`src/sv/relay_feedback_autotuner_assert.svh`:
```
// Assertion macros shared by the autotuner RTL.
// Depends on a clock named aclk and an active-low reset named aresetn at the point of use.
`ifndef RELAY_FEEDBACK_AUTOTUNER_ASSERT_SVH
`define RELAY_FEEDBACK_AUTOTUNER_ASSERT_SVH

// Same-cycle implication, checked outside reset.
`define RFA_ASSERT_IMP(lbl, ante, cons) \
    lbl: assert property (@(posedge aclk) disable iff (!aresetn) (ante) |-> (cons)) \
        else $error("rfa assertion failed");

// Next-cycle implication, checked outside reset.
`define RFA_ASSERT_NXT(lbl, ante, cons) \
    lbl: assert property (@(posedge aclk) disable iff (!aresetn) (ante) |=> (cons)) \
        else $error("rfa assertion failed");

`endif

```
`src/sv/rfa_pkg.sv`:
```
// Package for the relay-feedback autotuner: FSM states, register indexes and constants.
// No dependencies; used by rfa_serdiv and relay_feedback_autotuner.
package rfa_pkg;

    typedef enum logic [2:0] {
        ST_IDLE,
        ST_EVAL,
        ST_CHECK,
        ST_MUL,
        ST_DIV_KU,
        ST_DIV_PU,
        ST_OUT
    } rfa_state_t;

    typedef struct packed {
        logic busy;
        logic done;
    } rfa_div_stat_t;

    localparam int unsigned CFG_IDX_W = 3;
    localparam int unsigned CFG_DATA_W = 32;

    localparam logic [CFG_IDX_W-1:0] CFG_SETPOINT     = 3'd0;
    localparam logic [CFG_IDX_W-1:0] CFG_BAND         = 3'd1;
    localparam logic [CFG_IDX_W-1:0] CFG_HEAT_DRIVE   = 3'd2;
    localparam logic [CFG_IDX_W-1:0] CFG_CYCLE_TARGET = 3'd3;
    localparam logic [CFG_IDX_W-1:0] CFG_TIMEOUT_MS   = 3'd4;

    localparam logic [14:0] SETPOINT_RST     = 15'd10000;
    localparam logic [13:0] BAND_RST         = 14'd150;
    localparam logic [7:0]  HEAT_DRIVE_RST   = 8'd200;
    localparam logic [7:0]  CYCLE_TARGET_RST = 8'd5;
    localparam logic [31:0] TIMEOUT_MS_RST   = 32'd1800000;

    localparam logic       OP_START = 1'b1;

    // Ku scale: 102400/pi in Q8 terms, and saturation of the 19-bit result
    localparam logic [15:0] KU_CONST = 16'd32595;
    localparam logic [18:0] KU_MAX   = 19'h7FFFF;

    // usable amplitude: above 0.10 degree per cycle; usable period: above 1000 ms
    localparam logic [12:0] MIN_AMP_PER_CYCLE = 13'd20;
    localparam logic [17:0] MIN_PERIOD_MS     = 18'd1000;

    localparam int unsigned DIVIDEND_W = 32;

endpackage

```
`src/sv/rfa_serdiv.sv`:
```
// Bit-serial restoring divider: one quotient bit per cycle.
// Depends on rfa_pkg and relay_feedback_autotuner_assert.svh.
`include "relay_feedback_autotuner_assert.svh"

module rfa_serdiv #(
    parameter int unsigned DVD_W = 32,
    parameter int unsigned DVS_W = 24
) (
    input  logic                  aclk,
    input  logic                  aresetn,
    input  logic                  start,
    input  logic [DVD_W-1:0]      dividend,
    input  logic [DVS_W-1:0]      divisor,
    output rfa_pkg::rfa_div_stat_t stat,
    output logic [DVD_W-1:0]      quotient
);
    import rfa_pkg::*;

    localparam int unsigned CNT_W = $clog2(DVD_W);
    localparam logic [CNT_W-1:0] CNT_LAST = CNT_W'(DVD_W - 1);

    logic [DVS_W-1:0] rem_reg, rem_next;
    logic [DVD_W-1:0] quo_reg, quo_next;
    logic [DVS_W-1:0] dvs_reg, dvs_next;
    logic [CNT_W-1:0] cnt_reg, cnt_next;
    logic             busy_reg, busy_next;
    logic             done_reg, done_next;

    logic [DVS_W:0]   trial;
    logic [DVS_W:0]   diff;
    logic             qbit;

    // shift in the next dividend bit and try the subtraction
    assign trial = {rem_reg, quo_reg[DVD_W-1]};
    assign diff  = trial - {1'b0, dvs_reg};
    assign qbit  = (trial >= {1'b0, dvs_reg});

    always_comb begin
        rem_next  = rem_reg;
        quo_next  = quo_reg;
        dvs_next  = dvs_reg;
        cnt_next  = cnt_reg;
        busy_next = busy_reg;
        done_next = 1'b0;
        if (start) begin
            rem_next  = '0;
            quo_next  = dividend;
            dvs_next  = divisor;
            cnt_next  = '0;
            busy_next = 1'b1;
        end else if (busy_reg) begin
            rem_next = qbit ? diff[DVS_W-1:0] : trial[DVS_W-1:0];
            quo_next = {quo_reg[DVD_W-2:0], qbit};
            cnt_next = cnt_reg + 1'b1;
            if (cnt_reg == CNT_LAST) begin
                busy_next = 1'b0;
                done_next = 1'b1;
            end
        end
    end

    always_ff @(posedge aclk) begin
        if (!aresetn) begin
            busy_reg <= 1'b0;
            done_reg <= 1'b0;
            cnt_reg  <= '0;
        end else begin
            busy_reg <= busy_next;
            done_reg <= done_next;
            cnt_reg  <= cnt_next;
        end
    end

    always_ff @(posedge aclk) begin
        rem_reg <= rem_next;
        quo_reg <= quo_next;
        dvs_reg <= dvs_next;
    end

    assign stat.busy = busy_reg;
    assign stat.done = done_reg;
    assign quotient  = quo_reg;

    `RFA_ASSERT_NXT(a_start_makes_busy, start, busy_reg)
    `RFA_ASSERT_IMP(a_done_ends_busy, done_reg, !busy_reg && $past(busy_reg))
    `RFA_ASSERT_IMP(a_rem_below_divisor, busy_reg, rem_reg < dvs_reg)

endmodule

```
`src/sv/relay_feedback_autotuner.sv`:
```
// Relay-feedback autotuner: one result item for every input item.
// Start items and samples: each goes through the EVAL and OUT states before its result is
// registered; a new item is taken only once the previous result has entered the output slot.
// A finish on the cycle target adds a check and, if the measurement is usable, a multiply
// and two bit-serial divisions on the shared divider, Ku then Pu.
// Synchronous active-low reset: run stopped, registers back to their reset values,
// output empty. No clearing pass.
`include "relay_feedback_autotuner_assert.svh"

module relay_feedback_autotuner #(
    parameter int unsigned TEMP_WIDTH = 16
) (
    input  logic                              aclk,
    input  logic                              aresetn,
    // configuration write port
    input  logic                              cfg_wr_en,
    input  logic [rfa_pkg::CFG_IDX_W-1:0]     cfg_addr,
    input  logic [rfa_pkg::CFG_DATA_W-1:0]    cfg_wdata,
    // input items
    input  logic                              s_axis_tvalid,
    output logic                              s_axis_tready,
    // tdata from bit 0: temperature[TEMP_WIDTH], now_ms[32], zero padding
    input  logic [((TEMP_WIDTH+32+7)/8)*8-1:0] s_axis_tdata,
    // tuser from bit 0: op
    input  logic [0:0]                        s_axis_tuser,
    // result items
    output logic                              m_axis_tvalid,
    input  logic                              m_axis_tready,
    // tdata from bit 0: drive[8], ultimate_gain[19], ultimate_period_ms[32], zero padding
    output logic [63:0]                       m_axis_tdata,
    // tuser from bit 0: finished, success
    output logic [1:0]                        m_axis_tuser
);
    import rfa_pkg::*;

    localparam int unsigned TW     = TEMP_WIDTH;
    localparam int unsigned CMP_W  = ((TW > 15) ? TW : 15) + 2;
    localparam int unsigned SUM_W  = TW + 8;     // up to 255 crossings of TW-bit values
    localparam int unsigned SPAN_W = SUM_W + 1;

    // ---------------- configuration registers ----------------
    logic [14:0] setpoint_reg;
    logic [13:0] band_reg;
    logic [7:0]  heat_drive_reg;
    logic [7:0]  cycle_target_reg;
    logic [31:0] timeout_reg;

    always_ff @(posedge aclk) begin
        if (!aresetn) begin
            setpoint_reg     <= SETPOINT_RST;
            band_reg         <= BAND_RST;
            heat_drive_reg   <= HEAT_DRIVE_RST;
            cycle_target_reg <= CYCLE_TARGET_RST;
            timeout_reg      <= TIMEOUT_MS_RST;
        end else if (cfg_wr_en) begin
            case (cfg_addr)
                CFG_SETPOINT:     setpoint_reg     <= cfg_wdata[14:0];
                CFG_BAND:         band_reg         <= cfg_wdata[13:0];
                CFG_HEAT_DRIVE:   heat_drive_reg   <= cfg_wdata[7:0];
                CFG_CYCLE_TARGET: cycle_target_reg <= cfg_wdata[7:0];
                CFG_TIMEOUT_MS:   timeout_reg      <= cfg_wdata[31:0];
                default: ;   // drop writes to unused indexes
            endcase
        end
    end

    // ---------------- state ----------------
    rfa_state_t state_reg, state_next;

    // latched input item
    logic                  op_reg, op_next;
    logic signed [TW-1:0]  temp_reg, temp_next;
    logic [31:0]           now_reg, now_next;

    // tuner state
    logic                  running_reg, running_next;
    logic                  relay_on_reg, relay_on_next;
    logic [7:0]            cycles_reg, cycles_next;
    logic [7:0]            periods_reg, periods_next;
    logic signed [TW-1:0]  peak_reg, peak_next;
    logic signed [TW-1:0]  trough_reg, trough_next;
    logic [31:0]           start_time_reg, start_time_next;
    logic [31:0]           last_cross_reg, last_cross_next;
    logic                  have_last_reg, have_last_next;
    logic signed [SUM_W-1:0] peak_sum_reg, peak_sum_next;
    logic signed [SUM_W-1:0] trough_sum_reg, trough_sum_next;
    logic [31:0]           period_sum_reg, period_sum_next;

    // finishing datapath
    logic [SUM_W-1:0]      span_reg, span_next;
    logic [15:0]           nhd_reg, nhd_next;

    // result being built
    logic [7:0]            drive_res_reg, drive_res_next;
    logic                  fin_res_reg, fin_res_next;
    logic                  ok_res_reg, ok_res_next;
    logic [18:0]           ku_res_reg, ku_res_next;
    logic [31:0]           pu_res_reg, pu_res_next;

    // output register
    logic                  m_valid_reg, m_valid_next;
    logic [7:0]            m_drive_reg, m_drive_next;
    logic                  m_fin_reg, m_fin_next;
    logic                  m_ok_reg, m_ok_next;
    logic [18:0]           m_ku_reg, m_ku_next;
    logic [31:0]           m_pu_reg, m_pu_next;

    // shared divider
    logic                  div_start;
    logic [DIVIDEND_W-1:0] div_dividend;
    logic [SUM_W-1:0]      div_divisor;
    rfa_div_stat_t         div_stat;
    logic [DIVIDEND_W-1:0] div_quotient;

    rfa_serdiv #(
        .DVD_W (DIVIDEND_W),
        .DVS_W (SUM_W)
    ) u_div (
        .aclk     (aclk),
        .aresetn  (aresetn),
        .start    (div_start),
        .dividend (div_dividend),
        .divisor  (div_divisor),
        .stat     (div_stat),
        .quotient (div_quotient)
    );

    // ---------------- per-sample arithmetic ----------------
    logic signed [CMP_W-1:0] temp_x, sp_x, band_x, hi_thr, lo_thr;
    logic [31:0]             elapsed, gap;
    logic                    timed_out;
    logic signed [TW-1:0]    peak_max, trough_min;
    logic [32:0]             psum_wide;
    logic [31:0]             psum_sat;
    logic [7:0]              cycles_inc, periods_inc, periods_after;

    assign temp_x  = {{(CMP_W-TW){temp_reg[TW-1]}}, temp_reg};
    assign sp_x    = {{(CMP_W-15){setpoint_reg[14]}}, setpoint_reg};
    assign band_x  = {{(CMP_W-14){1'b0}}, band_reg};
    assign hi_thr  = sp_x + band_x;
    assign lo_thr  = sp_x - band_x;

    // wrapped run time against the limit
    assign elapsed   = now_reg - start_time_reg;
    assign timed_out = (elapsed > timeout_reg);

    assign peak_max   = (temp_reg > peak_reg)   ? temp_reg : peak_reg;
    assign trough_min = (temp_reg < trough_reg) ? temp_reg : trough_reg;

    // crossing-to-crossing period, saturate the running sum
    assign gap       = now_reg - last_cross_reg;
    assign psum_wide = {1'b0, period_sum_reg} + {1'b0, gap};
    assign psum_sat  = psum_wide[32] ? 32'hFFFF_FFFF : psum_wide[31:0];

    assign cycles_inc    = cycles_reg + 8'd1;
    assign periods_inc   = periods_reg + 8'd1;
    assign periods_after = have_last_reg ? periods_inc : periods_reg;

    // ---------------- finishing check ----------------
    logic signed [SPAN_W-1:0] span_full;
    logic [12:0]              amp_floor;
    logic [17:0]              period_floor;
    logic                     usable;
    logic [DIVIDEND_W-1:0]    ku_num;

    assign span_full    = {peak_sum_reg[SUM_W-1], peak_sum_reg}
                        - {trough_sum_reg[SUM_W-1], trough_sum_reg};
    assign amp_floor    = 13'(cycles_reg) * MIN_AMP_PER_CYCLE;
    assign period_floor = 18'(periods_reg) * MIN_PERIOD_MS;
    assign usable       = (cycles_reg != 8'd0)
                       && (span_full > $signed({{(SPAN_W-13){1'b0}}, amp_floor}))
                       && (period_sum_reg > {14'd0, period_floor});
    assign ku_num       = 32'(nhd_reg) * 32'(KU_CONST);

    assign s_axis_tready = (state_reg == ST_IDLE);

    // ---------------- next state and outputs ----------------
    always_comb begin
        state_next      = state_reg;
        op_next         = op_reg;
        temp_next       = temp_reg;
        now_next        = now_reg;
        running_next    = running_reg;
        relay_on_next   = relay_on_reg;
        cycles_next     = cycles_reg;
        periods_next    = periods_reg;
        peak_next       = peak_reg;
        trough_next     = trough_reg;
        start_time_next = start_time_reg;
        last_cross_next = last_cross_reg;
        have_last_next  = have_last_reg;
        peak_sum_next   = peak_sum_reg;
        trough_sum_next = trough_sum_reg;
        period_sum_next = period_sum_reg;
        span_next       = span_reg;
        nhd_next        = nhd_reg;
        drive_res_next  = drive_res_reg;
        fin_res_next    = fin_res_reg;
        ok_res_next     = ok_res_reg;
        ku_res_next     = ku_res_reg;
        pu_res_next     = pu_res_reg;
        div_start       = 1'b0;
        div_dividend    = ku_num;
        div_divisor     = span_reg;

        case (state_reg)
            ST_IDLE: begin
                if (s_axis_tvalid) begin
                    op_next    = s_axis_tuser[0];
                    temp_next  = s_axis_tdata[TW-1:0];
                    now_next   = s_axis_tdata[TW+31:TW];
                    state_next = ST_EVAL;
                end
            end

            ST_EVAL: begin
                drive_res_next = 8'd0;
                fin_res_next   = 1'b0;
                ok_res_next    = 1'b0;
                ku_res_next    = '0;
                pu_res_next    = '0;
                state_next     = ST_OUT;
                if (op_reg == OP_START) begin
                    // arm (or restart) the run
                    running_next    = 1'b1;
                    start_time_next = now_reg;
                    cycles_next     = 8'd0;
                    periods_next    = 8'd0;
                    peak_sum_next   = '0;
                    trough_sum_next = '0;
                    period_sum_next = '0;
                    last_cross_next = '0;
                    have_last_next  = 1'b0;
                    relay_on_next   = (temp_x < sp_x);
                    peak_next       = temp_reg;
                    trough_next     = temp_reg;
                end else if (running_reg) begin
                    if (timed_out) begin
                        running_next = 1'b0;
                        fin_res_next = 1'b1;
                    end else if (relay_on_reg) begin
                        peak_next = peak_max;
                        if (temp_x >= hi_thr) begin
                            relay_on_next = 1'b0;
                            trough_next   = temp_reg;
                        end else begin
                            drive_res_next = heat_drive_reg;
                        end
                    end else begin
                        trough_next = trough_min;
                        if (temp_x <= lo_thr) begin
                            // low crossing: close the cycle
                            peak_sum_next   = peak_sum_reg
                                            + {{8{peak_reg[TW-1]}}, peak_reg};
                            trough_sum_next = trough_sum_reg
                                            + {{8{trough_min[TW-1]}}, trough_min};
                            cycles_next     = cycles_inc;
                            if (have_last_reg) begin
                                period_sum_next = psum_sat;
                                periods_next    = periods_inc;
                            end
                            last_cross_next = now_reg;
                            have_last_next  = 1'b1;
                            if ((cycles_inc >= cycle_target_reg) && (periods_after != 8'd0)) begin
                                running_next = 1'b0;
                                fin_res_next = 1'b1;
                                state_next   = ST_CHECK;
                            end else begin
                                relay_on_next  = 1'b1;
                                peak_next      = temp_reg;
                                drive_res_next = heat_drive_reg;
                            end
                        end
                    end
                end
            end

            ST_CHECK: begin
                span_next = span_full[SUM_W-1:0];
                nhd_next  = 16'(cycles_reg) * 16'(heat_drive_reg);
                state_next = usable ? ST_MUL : ST_OUT;
            end

            ST_MUL: begin
                div_start  = 1'b1;   // dividend n*drive*Ku constant, divisor amplitude sum
                state_next = ST_DIV_KU;
            end

            ST_DIV_KU: begin
                if (div_stat.done) begin
                    ku_res_next  = (div_quotient > 32'(KU_MAX)) ? KU_MAX : div_quotient[18:0];
                    div_start    = 1'b1;
                    div_dividend = period_sum_reg;
                    div_divisor  = SUM_W'(periods_reg);
                    state_next   = ST_DIV_PU;
                end
            end

            ST_DIV_PU: begin
                if (div_stat.done) begin
                    pu_res_next = div_quotient;
                    ok_res_next = 1'b1;
                    state_next  = ST_OUT;
                end
            end

            ST_OUT: begin
                if (!m_valid_reg || m_axis_tready) begin
                    state_next = ST_IDLE;
                end
            end

            default: state_next = ST_IDLE;
        endcase
    end

    // output register: load the finished result when the slot is free
    always_comb begin
        m_valid_next = m_valid_reg;
        m_drive_next = m_drive_reg;
        m_fin_next   = m_fin_reg;
        m_ok_next    = m_ok_reg;
        m_ku_next    = m_ku_reg;
        m_pu_next    = m_pu_reg;
        if (m_valid_reg && m_axis_tready) begin
            m_valid_next = 1'b0;
        end
        if ((state_reg == ST_OUT) && (!m_valid_reg || m_axis_tready)) begin
            m_valid_next = 1'b1;
            m_drive_next = drive_res_reg;
            m_fin_next   = fin_res_reg;
            m_ok_next    = ok_res_reg;
            m_ku_next    = ku_res_reg;
            m_pu_next    = pu_res_reg;
        end
    end

    always_ff @(posedge aclk) begin
        if (!aresetn) begin
            state_reg      <= ST_IDLE;
            m_valid_reg    <= 1'b0;
            running_reg    <= 1'b0;
            relay_on_reg   <= 1'b1;
            cycles_reg     <= 8'd0;
            periods_reg    <= 8'd0;
            peak_reg       <= {1'b1, {(TW-1){1'b0}}};
            trough_reg     <= {1'b0, {(TW-1){1'b1}}};
            start_time_reg <= '0;
            last_cross_reg <= '0;
            have_last_reg  <= 1'b0;
            peak_sum_reg   <= '0;
            trough_sum_reg <= '0;
            period_sum_reg <= '0;
        end else begin
            state_reg      <= state_next;
            m_valid_reg    <= m_valid_next;
            running_reg    <= running_next;
            relay_on_reg   <= relay_on_next;
            cycles_reg     <= cycles_next;
            periods_reg    <= periods_next;
            peak_reg       <= peak_next;
            trough_reg     <= trough_next;
            start_time_reg <= start_time_next;
            last_cross_reg <= last_cross_next;
            have_last_reg  <= have_last_next;
            peak_sum_reg   <= peak_sum_next;
            trough_sum_reg <= trough_sum_next;
            period_sum_reg <= period_sum_next;
        end
    end

    // payload: no reset needed
    always_ff @(posedge aclk) begin
        op_reg        <= op_next;
        temp_reg      <= temp_next;
        now_reg       <= now_next;
        span_reg      <= span_next;
        nhd_reg       <= nhd_next;
        drive_res_reg <= drive_res_next;
        fin_res_reg   <= fin_res_next;
        ok_res_reg    <= ok_res_next;
        ku_res_reg    <= ku_res_next;
        pu_res_reg    <= pu_res_next;
        m_drive_reg   <= m_drive_next;
        m_fin_reg     <= m_fin_next;
        m_ok_reg      <= m_ok_next;
        m_ku_reg      <= m_ku_next;
        m_pu_reg      <= m_pu_next;
    end

    assign m_axis_tvalid = m_valid_reg;
    assign m_axis_tdata  = {5'd0, m_pu_reg, m_ku_reg, m_drive_reg};
    assign m_axis_tuser  = {m_ok_reg, m_fin_reg};

    `RFA_ASSERT_IMP(a_ok_needs_fin, m_valid_reg && m_ok_reg, m_fin_reg && (m_drive_reg == 8'd0))
    `RFA_ASSERT_IMP(a_fail_zero, m_valid_reg && !m_ok_reg, (m_ku_reg == '0) && (m_pu_reg == '0))
    `RFA_ASSERT_IMP(a_div_free_on_start, div_start, !div_stat.busy)
    `RFA_ASSERT_IMP(a_div_only_in_finish,
                    div_stat.busy, (state_reg == ST_DIV_KU) || (state_reg == ST_DIV_PU))

endmodule

```
`config.mk`:
```
export PLATFORM = sky130hd
export DESIGN_NAME = relay_feedback_autotuner
export DESIGN_NICKNAME = d
export VERILOG_FILES = /design/src/sv/rfa_pkg.sv /design/src/sv/rfa_serdiv.sv /design/src/sv/relay_feedback_autotuner.sv
export VERILOG_INCLUDE_DIRS = /design/src /design/src/sv
export SDC_FILE = /design/constraint.sdc
export NUM_CORES = 2
export LEC_CHECK = 0
export ABC_AREA = 1
export BUFFER_PORTS_ARGS = -buffer_cell sky130_fd_sc_hd__buf_2
export CORE_MARGIN = 2
export CORE_UTILIZATION = 40
export CTS_CLUSTER_DIAMETER = 40
export DETAILED_ROUTE_END_ITERATION = 8
export GPL_ROUTABILITY_DRIVEN = 0
export GPL_TIMING_DRIVEN = 0
export HOLD_SLACK_MARGIN = 0.15
export PLACE_DENSITY_LB_ADDON = 0.12
export SYNTH_ARGS = -nofsm -noshare
export SYNTH_HDL_FRONTEND = slang
export SYNTH_SLANG_ARGS = --single-unit
```
`constraint.sdc`:
```
create_clock -name aclk -period 7.6 [get_ports aclk]
set_input_delay 0.38 -clock aclk [delete_from_list [all_inputs] [get_ports aclk]]
set_output_delay 0.38 -clock aclk [all_outputs]
set_load 0.05 [all_outputs]
```
==> summary.md <==
| Metric | Value |
|---|---|
| Cell Area, Placed | 47800 µm² |
| Area growth, synth to finish | 15.9% |
| Die area | 115000 µm² |
| CTS tree | yes |
| Highest-count cells in the layout ignoring fill and taps | 1140 x nand2_1, 886 x inv_1, 585 x a21oi_1 |
| Cell taking the most area after synthesis | edfxtp_1 |
| Post-synth EDFFs | 267 |
| Syn avg cell area | 7.95 µm² |
| R2R cell count | 30 |
| Startpoint types | flop |
| Synth Flop Type | dfxtp_1 |
| CTS max path bufs | 3 |
| Antenna Nets Post-Route | 0 |
| Reg-to-Reg Start | periods_reg[0]$_SDFFE_PN0P_ |
| DRC | 0 |
| Pin count of the biggest net entering global routing | 36 |
| Root Buffer | clkbuf_16 |
| Worst setup path class | flop to flop |
| Worst hold path class | primary input to flop |
| Initial core utilization | 40.1% |
| Worst EP required | 8.20 ns |
| Top area cells in the synthesized netlist | edfxtp_1 18%, ha_1 16%, dfxtp_1 14% |
| Detailed Route Iter0 Violations | 2292 |
| Worst-Margin Slew | 1.18 ns |
| Slowest stage cell, crit path | dfxtp_1 |
| Cell row count | 123 |
| Worst-path clk slew | 0.05 ns |
| WP data arrival | 7.48 ns |
| Total gr overflow | 0 |
| Slew headroom | 21.1% |
| Post-DP HPWL | 109 mm |
| Top cell type's share of synthesized area | 17.8% |
| Stages on worst setup path | 30 |
| Final hold vios | 0 |
| Hold depth | 5 |
| Hold_buf cts | 83 |
| Die width | 339 µm |
| Max cap viols | 0 |
| PortBufs | 150 |
| Crit path buf inv count | 3 |
| Tcrit/Tclk final | 90.5% |
| Cell mode on critical path | nand2_1 |
| CP top delay family | adder cells |
| Sequential share of the synthesized area | 31.5% |
| Die Y | 339 µm |
| TritonRoute pass-1 iters | 6 |
| Worst setup path start | periods_reg[0]$_SDFFE_PN0P_ |
| H-tree depth | 3 |
| Count of different cell masters after synthesis | 54 |
| Worst Skew | 0.0412 ns |
| Max-slew violations | 0 |
| Synth Warn # | 0 |
| Vias post-DR | 38228 |
| Cells after Synth | 5654 |
| Vias in the first global route | 37271 |
| Antenna violations before repair | 2 |
| Hold path start | cfg_addr[0] |
| # IOs | 157 |
| Unrepaired setup endpoints after global routing | false |
| Layout Nets | 6842 |
| Async SR Flop Fraction | 0% |
| GRT Util Overall | 22.8% |
| Fmax | 145 MHz |
| DR WL/cell | 17.5 µm |
| Final wirelength | 133 mm |
| Fin crit period | 6.88 ns |
| Sink Count | 574 |
| Core area | 112000 µm² |
| Final setup violation count | 0 |
| Status | finished, final reports clean |
| Worst-Skew Late Latency | 0.70 ns |
| Largest fanout on the critical path | 10 |
| Seq cells post-synth | 574 |
| Setup bufs post-CTS | 0 |
| Crit path capture type | flop |
| Cts bufs inserted | 98 |
| Layout cells sized above 1 | 7.01% |
| Fin area | 52100 µm² |
| First-pass GRT wire length | 208 mm |
| Most common cell after layout, fill and taps aside | nand2_1 |
| Slowest cell delay on critical path | 0.74 ns |
| Via/cell ratio | 5.04 |
| Mapped cell area | 45000 µm² |
| Post-CTS sizing | 0 |
cell usage after synthesis (all sizes together) (5+ instances only):
library cell	number
a211oi	5
a21boi	8
a21o	17
a21oi	585
a221oi	8
a31o	7
a31oi	15
buf	51
clkbuf	98
dfxtp	307
edfxtp	267
fa	169
ha	579
inv	890
nand2	1141
nand3	193
nand3b	8
nand4	54
nor2	371
nor3	75
nor4	22
o211ai	77
o21a	19
o21ai	373
o21bai	24
o221ai	12
o22ai	16
o31ai	5
or2	20
xnor2	72
xor2	148
worst paths after layout:
check                                                        end  slack [ns]
worst max-delay path                   state_reg[0]$_SDFFE_PN0P_        0.72
worst min-delay path            cycle_target_reg[0]$_SDFFE_PN1P_        0.20
worst max register to register         state_reg[0]$_SDFFE_PN0P_        0.72
worst min register to register          m_drive_reg[1]$_DFFE_PP_        0.40
area by class of cell:
class / instances / area, µm²
tap: 1500 / 1880
inverter: 894 / 3360
buffer: 149 / 667
clock buffer: 109 / 2540
timing repair buffer: 247 / 1770
multi-input combinational: 4041 / 26800
fill: 11354 / 59900
clock inverter: 76 / 891
antenna: 1 / 2.50
sequential: 574 / 14200
tightest hold or removal path: cells and delay by family:
kind / cells / cell delay [ns]
buf+inv: 1 / 0.14
simple gates: 4 / 0.32
metal layers:
layer | GRT usage [%] | vias up | wire [µm]
li1 | - | 19546 | -
met1 | 30.8 | 17640 | 61500
met2 | 38.0 | 831 | 61200
met3 | 2.67 | 211 | 6010
met4 | 7.84 | 0 | 4290
met5 | 0 | - | 0
stage by stage:
stage / setup TNS, ns / worst slack, ns / hold slack, ns / util [%] / cells
final: 0 / 0.719 / 0.201 / 46.5 / 7591
after global routing: 0 / 0.0260 / 0.221 / 46.5 / 7590
after CTS: 0 / 0.485 / 0.155 / 46.5 / 7590
after detailed placement: 0 / 0.525 / 0.405 / 42.7 / 7322
after global placement: -21.62 / -0.295 / 0.402 / 42.5 / 7308
after floorplan: 0 / 2.02 / 0.400 / - / 5658
kinds of logic after synthesis:
group / Yosys count / share of synthesized area (%)
AOI/OAI and AO/OA: 1179 / 14.4
adders and majority gates: 748 / 23.6
DFF: 574 / 31.5
and+or+nand+nor: 1889 / 17.2
buffers and inverters: 1043 / 8.94
other: 1 / 0.00834
xor gates and xnor gates: 220 / 4.28
Power is not shown: default switching activity piles up to over one toggle a cycle in this logic, so the estimate is an artifact.
